[src/hdl/isbn10_pkg.sv]
// Package for the ISBN-10 validator: state record, character codes and helpers.
package isbn10_pkg;

	localparam logic [7:0] CHAR_DASH    = 8'h2D;
	localparam logic [7:0] CHAR_ZERO    = 8'h30;
	localparam logic [7:0] CHAR_NINE    = 8'h39;
	localparam logic [7:0] CHAR_UPPER_X = 8'h58;
	localparam logic [7:0] CHAR_LOWER_X = 8'h78;

	localparam logic [3:0] LEN_PLAIN     = 4'd10;
	localparam logic [3:0] LEN_DASHED    = 4'd13;
	localparam logic [3:0] LEN_MAX       = 4'd15;
	localparam logic [2:0] DASHES_NEEDED = 3'd3;
	localparam logic [2:0] DASH_MAX      = 3'd7;
	localparam logic [3:0] CHECK_TEN     = 4'd10;
	localparam logic [3:0] MOD_ELEVEN    = 4'd11;

	typedef struct packed {
		logic [3:0] char_count;
		logic [2:0] dash_count;
		logic [3:0] digit_weight;
		logic [3:0] sum_mod_eleven;
		logic       prev_was_dash;
		logic       error_seen;
	} isbn_state_t;

	// Residue modulo 11 of a value below 176, by four compare-and-subtract steps.
	function automatic logic [3:0] mod_eleven(input logic [7:0] v);
		logic [7:0] r;
		r = v;
		if (r >= 8'd88) r = r - 8'd88;
		if (r >= 8'd44) r = r - 8'd44;
		if (r >= 8'd22) r = r - 8'd22;
		if (r >= 8'd11) r = r - 8'd11;
		return r[3:0];
	endfunction

	function automatic logic is_digit(input logic [7:0] c);
		return (c >= CHAR_ZERO) && (c <= CHAR_NINE);
	endfunction

endpackage

[src/hdl/isbn10_step.sv]
// Per-character state update and final verdict for the ISBN-10 validator.
module isbn10_step (
	input  isbn10_pkg::isbn_state_t state_cur,
	input  logic [7:0]              char_code,
	input  logic                    is_final,
	output isbn10_pkg::isbn_state_t state_nxt,
	output logic                    valid_res
);

	logic       dash;
	logic       digit;
	logic [3:0] digit_val;
	logic [3:0] weight_nxt;
	logic [7:0] product;
	logic [7:0] sum_ext;
	logic [3:0] len;
	logic [3:0] check;
	logic       check_ok;
	logic       len_ok;

	assign dash       = (char_code == isbn10_pkg::CHAR_DASH);
	assign digit      = isbn10_pkg::is_digit(char_code);
	assign digit_val  = 4'(char_code - isbn10_pkg::CHAR_ZERO);
	assign weight_nxt = (state_cur.digit_weight < isbn10_pkg::LEN_MAX) ?
		state_cur.digit_weight + 4'd1 : state_cur.digit_weight;
	assign product    = {4'd0, digit_val} * {4'd0, weight_nxt};
	assign sum_ext    = product + {4'd0, state_cur.sum_mod_eleven};

	assign len = (state_cur.char_count < isbn10_pkg::LEN_MAX) ?
		state_cur.char_count + 4'd1 : isbn10_pkg::LEN_MAX;

	always_comb begin
		check    = 4'd0;
		check_ok = 1'b1;
		if (char_code == isbn10_pkg::CHAR_UPPER_X || char_code == isbn10_pkg::CHAR_LOWER_X) begin
			check = isbn10_pkg::CHECK_TEN;
		end else if (digit) begin
			check = digit_val;
		end else begin
			check_ok = 1'b0;
		end
	end

	always_comb begin
		len_ok = 1'b0;
		if (len == isbn10_pkg::LEN_PLAIN) begin
			len_ok = (state_cur.dash_count == 3'd0);
		end else if (len == isbn10_pkg::LEN_DASHED) begin
			len_ok = (state_cur.dash_count == isbn10_pkg::DASHES_NEEDED);
		end
	end

	assign valid_res = !state_cur.error_seen && len_ok && check_ok &&
		(state_cur.sum_mod_eleven == check);

	always_comb begin
		state_nxt = state_cur;
		if (is_final) begin
			state_nxt = '0;
		end else begin
			if (dash) begin
				if (state_cur.char_count == 4'd0 || state_cur.prev_was_dash)
					state_nxt.error_seen = 1'b1;
				if (state_cur.dash_count < isbn10_pkg::DASH_MAX)
					state_nxt.dash_count = state_cur.dash_count + 3'd1;
				state_nxt.prev_was_dash = 1'b1;
			end else begin
				if (!digit) begin
					state_nxt.error_seen = 1'b1;
				end else begin
					state_nxt.digit_weight   = weight_nxt;
					state_nxt.sum_mod_eleven = isbn10_pkg::mod_eleven(sum_ext);
				end
				state_nxt.prev_was_dash = 1'b0;
			end
			if (state_cur.char_count < isbn10_pkg::LEN_MAX)
				state_nxt.char_count = state_cur.char_count + 4'd1;
		end
	end

endmodule

[src/hdl/isbn10_dashed_validator.sv]
// Top level of the streaming ISBN-10 validator for dashed or plain strings.
//
// Usage: characters arrive on the s_ channel, one ASCII code per request in
// s_tdata, with s_tlast high on the final (check) character of a string.
// Body characters produce nothing; each final character produces one request
// on the m_ channel whose m_tdata bit 0 is 1 for a valid ISBN-10.
// Path: a final character is first registered in the input stage, and its verdict is
// then registered in the result register that drives m_tvalid.
// Throughput: one character per cycle while no final character waits on a held verdict;
// the running count, weight and modulo-11 sum update combinationally into the state register.
// Reset (arst_n low) clears the string state and empties both registers.
// Stall: while a verdict waits on m_tready low, body characters keep flowing;
// a further final character waits in the input stage and s_tready drops until
// the waiting verdict is taken. The string state clears after every final
// character.
module isbn10_dashed_validator (
	input  logic       clk,
	input  logic       arst_n,
	input  logic       s_tvalid,
	output logic       s_tready,
	input  logic [7:0] s_tdata,   // [7:0] char_code
	input  logic       s_tlast,   // is_final
	output logic       m_tvalid,
	input  logic       m_tready,
	output logic [7:0] m_tdata    // [0] valid_res, [7:1] zero
);

	logic                    valid_s1;
	logic [7:0]              char_s1;
	logic                    last_s1;
	isbn10_pkg::isbn_state_t state_q;
	isbn10_pkg::isbn_state_t state_nxt;
	logic                    verdict;
	logic                    out_valid_q;
	logic                    out_bit_q;
	logic                    out_free;
	logic                    consume;

	assign out_free = !out_valid_q || m_tready;
	assign consume  = valid_s1 && (!last_s1 || out_free);
	assign s_tready = !valid_s1 || consume;

	always_ff @(posedge clk or negedge arst_n) begin
		if (!arst_n) begin
			valid_s1 <= 1'b0;
		end else if (s_tready) begin
			valid_s1 <= s_tvalid;
		end
	end

	always_ff @(posedge clk) begin
		if (s_tready && s_tvalid) begin
			char_s1 <= s_tdata;
			last_s1 <= s_tlast;
		end
	end

	isbn10_step u_step (
		.state_cur (state_q),
		.char_code (char_s1),
		.is_final  (last_s1),
		.state_nxt (state_nxt),
		.valid_res (verdict)
	);

	always_ff @(posedge clk or negedge arst_n) begin
		if (!arst_n) begin
			state_q <= '0;
		end else if (consume) begin
			state_q <= state_nxt;
		end
	end

	always_ff @(posedge clk or negedge arst_n) begin
		if (!arst_n) begin
			out_valid_q <= 1'b0;
		end else if (consume && last_s1) begin
			out_valid_q <= 1'b1;
		end else if (m_tready) begin
			out_valid_q <= 1'b0;
		end
	end

	always_ff @(posedge clk) begin
		if (consume && last_s1) begin
			out_bit_q <= verdict;
		end
	end

	assign m_tvalid = out_valid_q;
	assign m_tdata  = {7'd0, out_bit_q};

	a_final_waits: assert property (@(posedge clk) disable iff (!arst_n)
		(valid_s1 && last_s1 && out_valid_q && !m_tready) |-> !s_tready)
		else $error("final character passed a waiting verdict");

	a_clear_after_final: assert property (@(posedge clk) disable iff (!arst_n)
		(consume && last_s1) |=> (state_q == '0 && out_valid_q))
		else $error("state not cleared or verdict missing after final");

	a_sum_range: assert property (@(posedge clk) disable iff (!arst_n)
		state_q.sum_mod_eleven < isbn10_pkg::MOD_ELEVEN)
		else $error("running sum out of modulo-11 range");

	a_counts_bounded: assert property (@(posedge clk) disable iff (!arst_n)
		(state_q.digit_weight <= state_q.char_count) &&
		({1'b0, state_q.dash_count} <= state_q.char_count))
		else $error("digit or dash count exceeds character count");

endmodule

[config.mk]
export PLATFORM = sky130hd
export DESIGN_NAME = isbn10_dashed_validator
export DESIGN_NICKNAME = d
export VERILOG_FILES = /design/src/hdl/isbn10_pkg.sv /design/src/hdl/isbn10_step.sv /design/src/hdl/isbn10_dashed_validator.sv
export SDC_FILE = /design/constraint.sdc
export NUM_CORES = 1
export LEC_CHECK = 0
export BUFFER_PORTS_ARGS = -buffer_cell sky130_fd_sc_hd__buf_2
export CORE_UTILIZATION = 62
export DETAILED_ROUTE_END_ITERATION = 6
export GPL_ROUTABILITY_DRIVEN = 1
export GPL_TIMING_DRIVEN = 0
export PLACE_DENSITY_LB_ADDON = 0.3
export SLEW_MARGIN = 20
export SYNTH_ARGS = -nofsm -noshare
export SYNTH_HDL_FRONTEND = slang
export SYNTH_SLANG_ARGS = --single-unit
[constraint.sdc]
create_clock -name clk -period 8.9 [get_ports clk]
set_input_delay 1.78 -clock clk [delete_from_list [all_inputs] [get_ports clk]]
set_output_delay 1.78 -clock clk [all_outputs]
set_load 0.05 [all_outputs]
==> reports/metrics.csv <==
metric,value,unit
Switch Pwr,0.000147,W
kind of capture point of the worst setup path,register,
largest net degree at the start of global routing,20,
Sw Share,0.361,
Setup Buffers After CTS,0,
Seq pwr share,0.397,
min-delay worst type,register to register,
static leakage,1.57,nW
fin crit period,8040,ps
CP Class,register to register,
setup violators final,0,
Worst path max stage delay,540,ps
fin crit share,0.904,
pwr/cell area,118,mW/mm^2
DR vias,2870,
biggest area consumer among synthesized cells,dfrtp_1,
first-pass GRT wire length,11300,um
Post-synth EDFFs,10,
fillers,403,
combinational power share,0.352,
ys async rst share,0.655,
IO Count,23,
cts repair resizes,0,
Final ANT Viol Nets,0,
Clock transition at path regs,60,ps
final WL,6650,um
syn avg cell area,8.71,um^2
crit path launch type,register,
final hold vios,0,
Netlist cell types,86,
Root Buffer Master,clkbuf_8,
Worst Path Required,9060,ps
dominant synthesized flop cell,dfrtp_1,
Setup TNS,0,ps
Num Clock Sinks,29,
layout cells sized above 1,0.159,
total global-route track usage,0.267,
"Seq/Total Area, Yosys",0.243,
Clk pwr share,0.251,
Post-synth top cells,"inv_1 (32), ha_1 (28), nand2_1 (25)",
synth warn,0,
gp weighted congestion,0.924,
max-slew violations,0,
Placed Cells incl. Taps,454,
H-tree depth,2,
FMAX,124,MHz
Slew @ Worst Pin,786,ps
storage element area,776,um^2
"Net count, final",442,
area delta synth->final,8.28,%
clock tree buffer depth,2,
area taken by multi-input logic gates,0.00222,mm^2
Die Area,0.00543,mm^2
GRT overflow,0,
CTS hold repair buffers,0,
Max-Cap Viols,0,
starting density of the core,0.658,
total CTS buffers,5,
clock skew,4.06,ps
Worst-Skew Late Latency,280,ps
Crit Path Max Fanout,8,
outcome,finished clean,
wire per inst,14.4,um
Synth top area share,0.149,
VDD IR-drop max,0.134,mV
Die Y,73.7,um
ranking of synthesized cells by area,"dfrtp_1 (15%), ha_1 (11%), edfxtp_1 (9.4%)",
initial drt markers,124,
#FFs+latches synth,29,
Non-Filler Instances,462,
Mapped Cells,366,
antenna violations before repair,0,
worst hold slack,498,ps
Power Internal,0.000261,W
drt first pass iters,5,
max_slew headroom,0.462,
n_diodes,0,
Core ar.,0.00485,mm^2
RSZ-0062 raised after global routing,false,
synthesized area,0.00319,mm^2
"Top cell by count, worst path",ha_1,
"count leader, synth",inv_1,
DRC,0,
Slowest cell on crit path,fa_1,
dpl hpwl,5140,um
chip width,73.7,um
PortBufs,15,
CTS tree,built,
vias per cell,6.21,
WP data arrival,8200,ps
row count,25,
via count of the first global-routing pass,2708,
## stage by stage
stage	setup WS [ps]	utilization	power (W)	cell area, um^2
after floorplan	1810	-	0.000275	3210
after global placement	1070	0.695	0.000301	3370
after CTS	929	0.712	0.000410	3450
after global routing	378	0.712	0.000435	3450
final	858	0.712	0.000408	3450
after detailed placement	993	0.695	0.000305	3370
## registers in the layout, indices dropped and copies added (netlist names)
register   count
last_s1        1
state_q       17
m_tvalid       1
valid_s1       1
char_s1        8
out_bit_q      1
## cell type report
| class | instances | area share |
|---|---|---|
| Buffer | 15 | 0.0279 |
| Clock buffer | 6 | 0.0210 |
| Inverter | 32 | 0.0348 |
| Clock inverter | 2 | 0.00290 |
| Sequential cell | 29 | 0.225 |
| Timing Repair Buffer | 15 | 0.0217 |
| Tap cell | 67 | 0.0243 |
| Multi-Input combinational cell | 296 | 0.643 |
## critical path, delay by kind of cell, from the launching register on
family | cells | cell delay [ps]
simple gates | 10 | 1350
xor+xnor | 2 | 420
compound gates | 9 | 2350
flops | 1 | 410
buf+inv | 4 | 480
fa+ha+maj | 8 | 2650
mux | 1 | 260
## placed cells by master, fill, tap and decap left out, types with 9 or more instances in the layout
master / synthesis / routed
inv_1: 32 / 32
ha_1: 28 / 28
nor2_1: 24 / 24
dfrtp_1: 19 / 19
a21oi_1: 21 / 21
buf_2: 2 / 17
o21ai_1: 9 / 9
edfxtp_1: 10 / 10
nand2_1: 25 / 25
and2_1: 13 / 13
nand3_1: 13 / 13
o21ai_0: 16 / 16
nor3_1: 11 / 11
## power by group through the flow
stage               clock, W  combinational (W)  sequential (W)
floorplan                  0           0.000113        0.000163
detailed placement         0           0.000141        0.000164
global placement           0           0.000138        0.000163
finish              0.000102           0.000144        0.000162
global route        0.000111           0.000160        0.000164
CTS                 0.000105           0.000143        0.000162
## logic make-up (layout without fill, tap and decap cells)
kind of cell,after synthesis,count (layout),synth area share
AOI/OAI and AO/OA,120,120,0.290
xor gates and xnor gates,10,10,0.0298
and+or+nand+nor,119,119,0.198
buffers and inverters,47,70,0.0679
DFF,29,29,0.243
muxes,5,5,0.0165
adders and majority gates,35,35,0.154
other,1,7,0.00118
## final timing paths
| kind | from | slack, ps | to | cells past startpoint |
|---|---|---|---|---|
| max | state_q[6] | 860 | state_q[3] | 34 |
| min | state_q[1] | 500 | state_q[1] | 1 |
| max reg2reg | state_q[6] | 860 | state_q[3] | 34 |
| min reg2reg | state_q[1] | 500 | state_q[1] | 1 |
| max in group asynchronous | arst_n | 7140 | state_q[9] | 1 |
| min in group asynchronous | arst_n | 1440 | state_q[15] | 1 |
## routing by layer
| metal | vias up | part of all wire | GRT usage |
|---|---|---|---|
| met4 | 0 | 0.025 | 0.100 |
| met1 | 1359 | 0.44 | 0.313 |
| li1 | 1413 | - | - |
| met5 | - | 0 | 0 |
| met3 | 19 | 0.033 | 0.0398 |
| met2 | 79 | 0.51 | 0.489 |
Note: power is estimated with default switching activity, not from simulation.
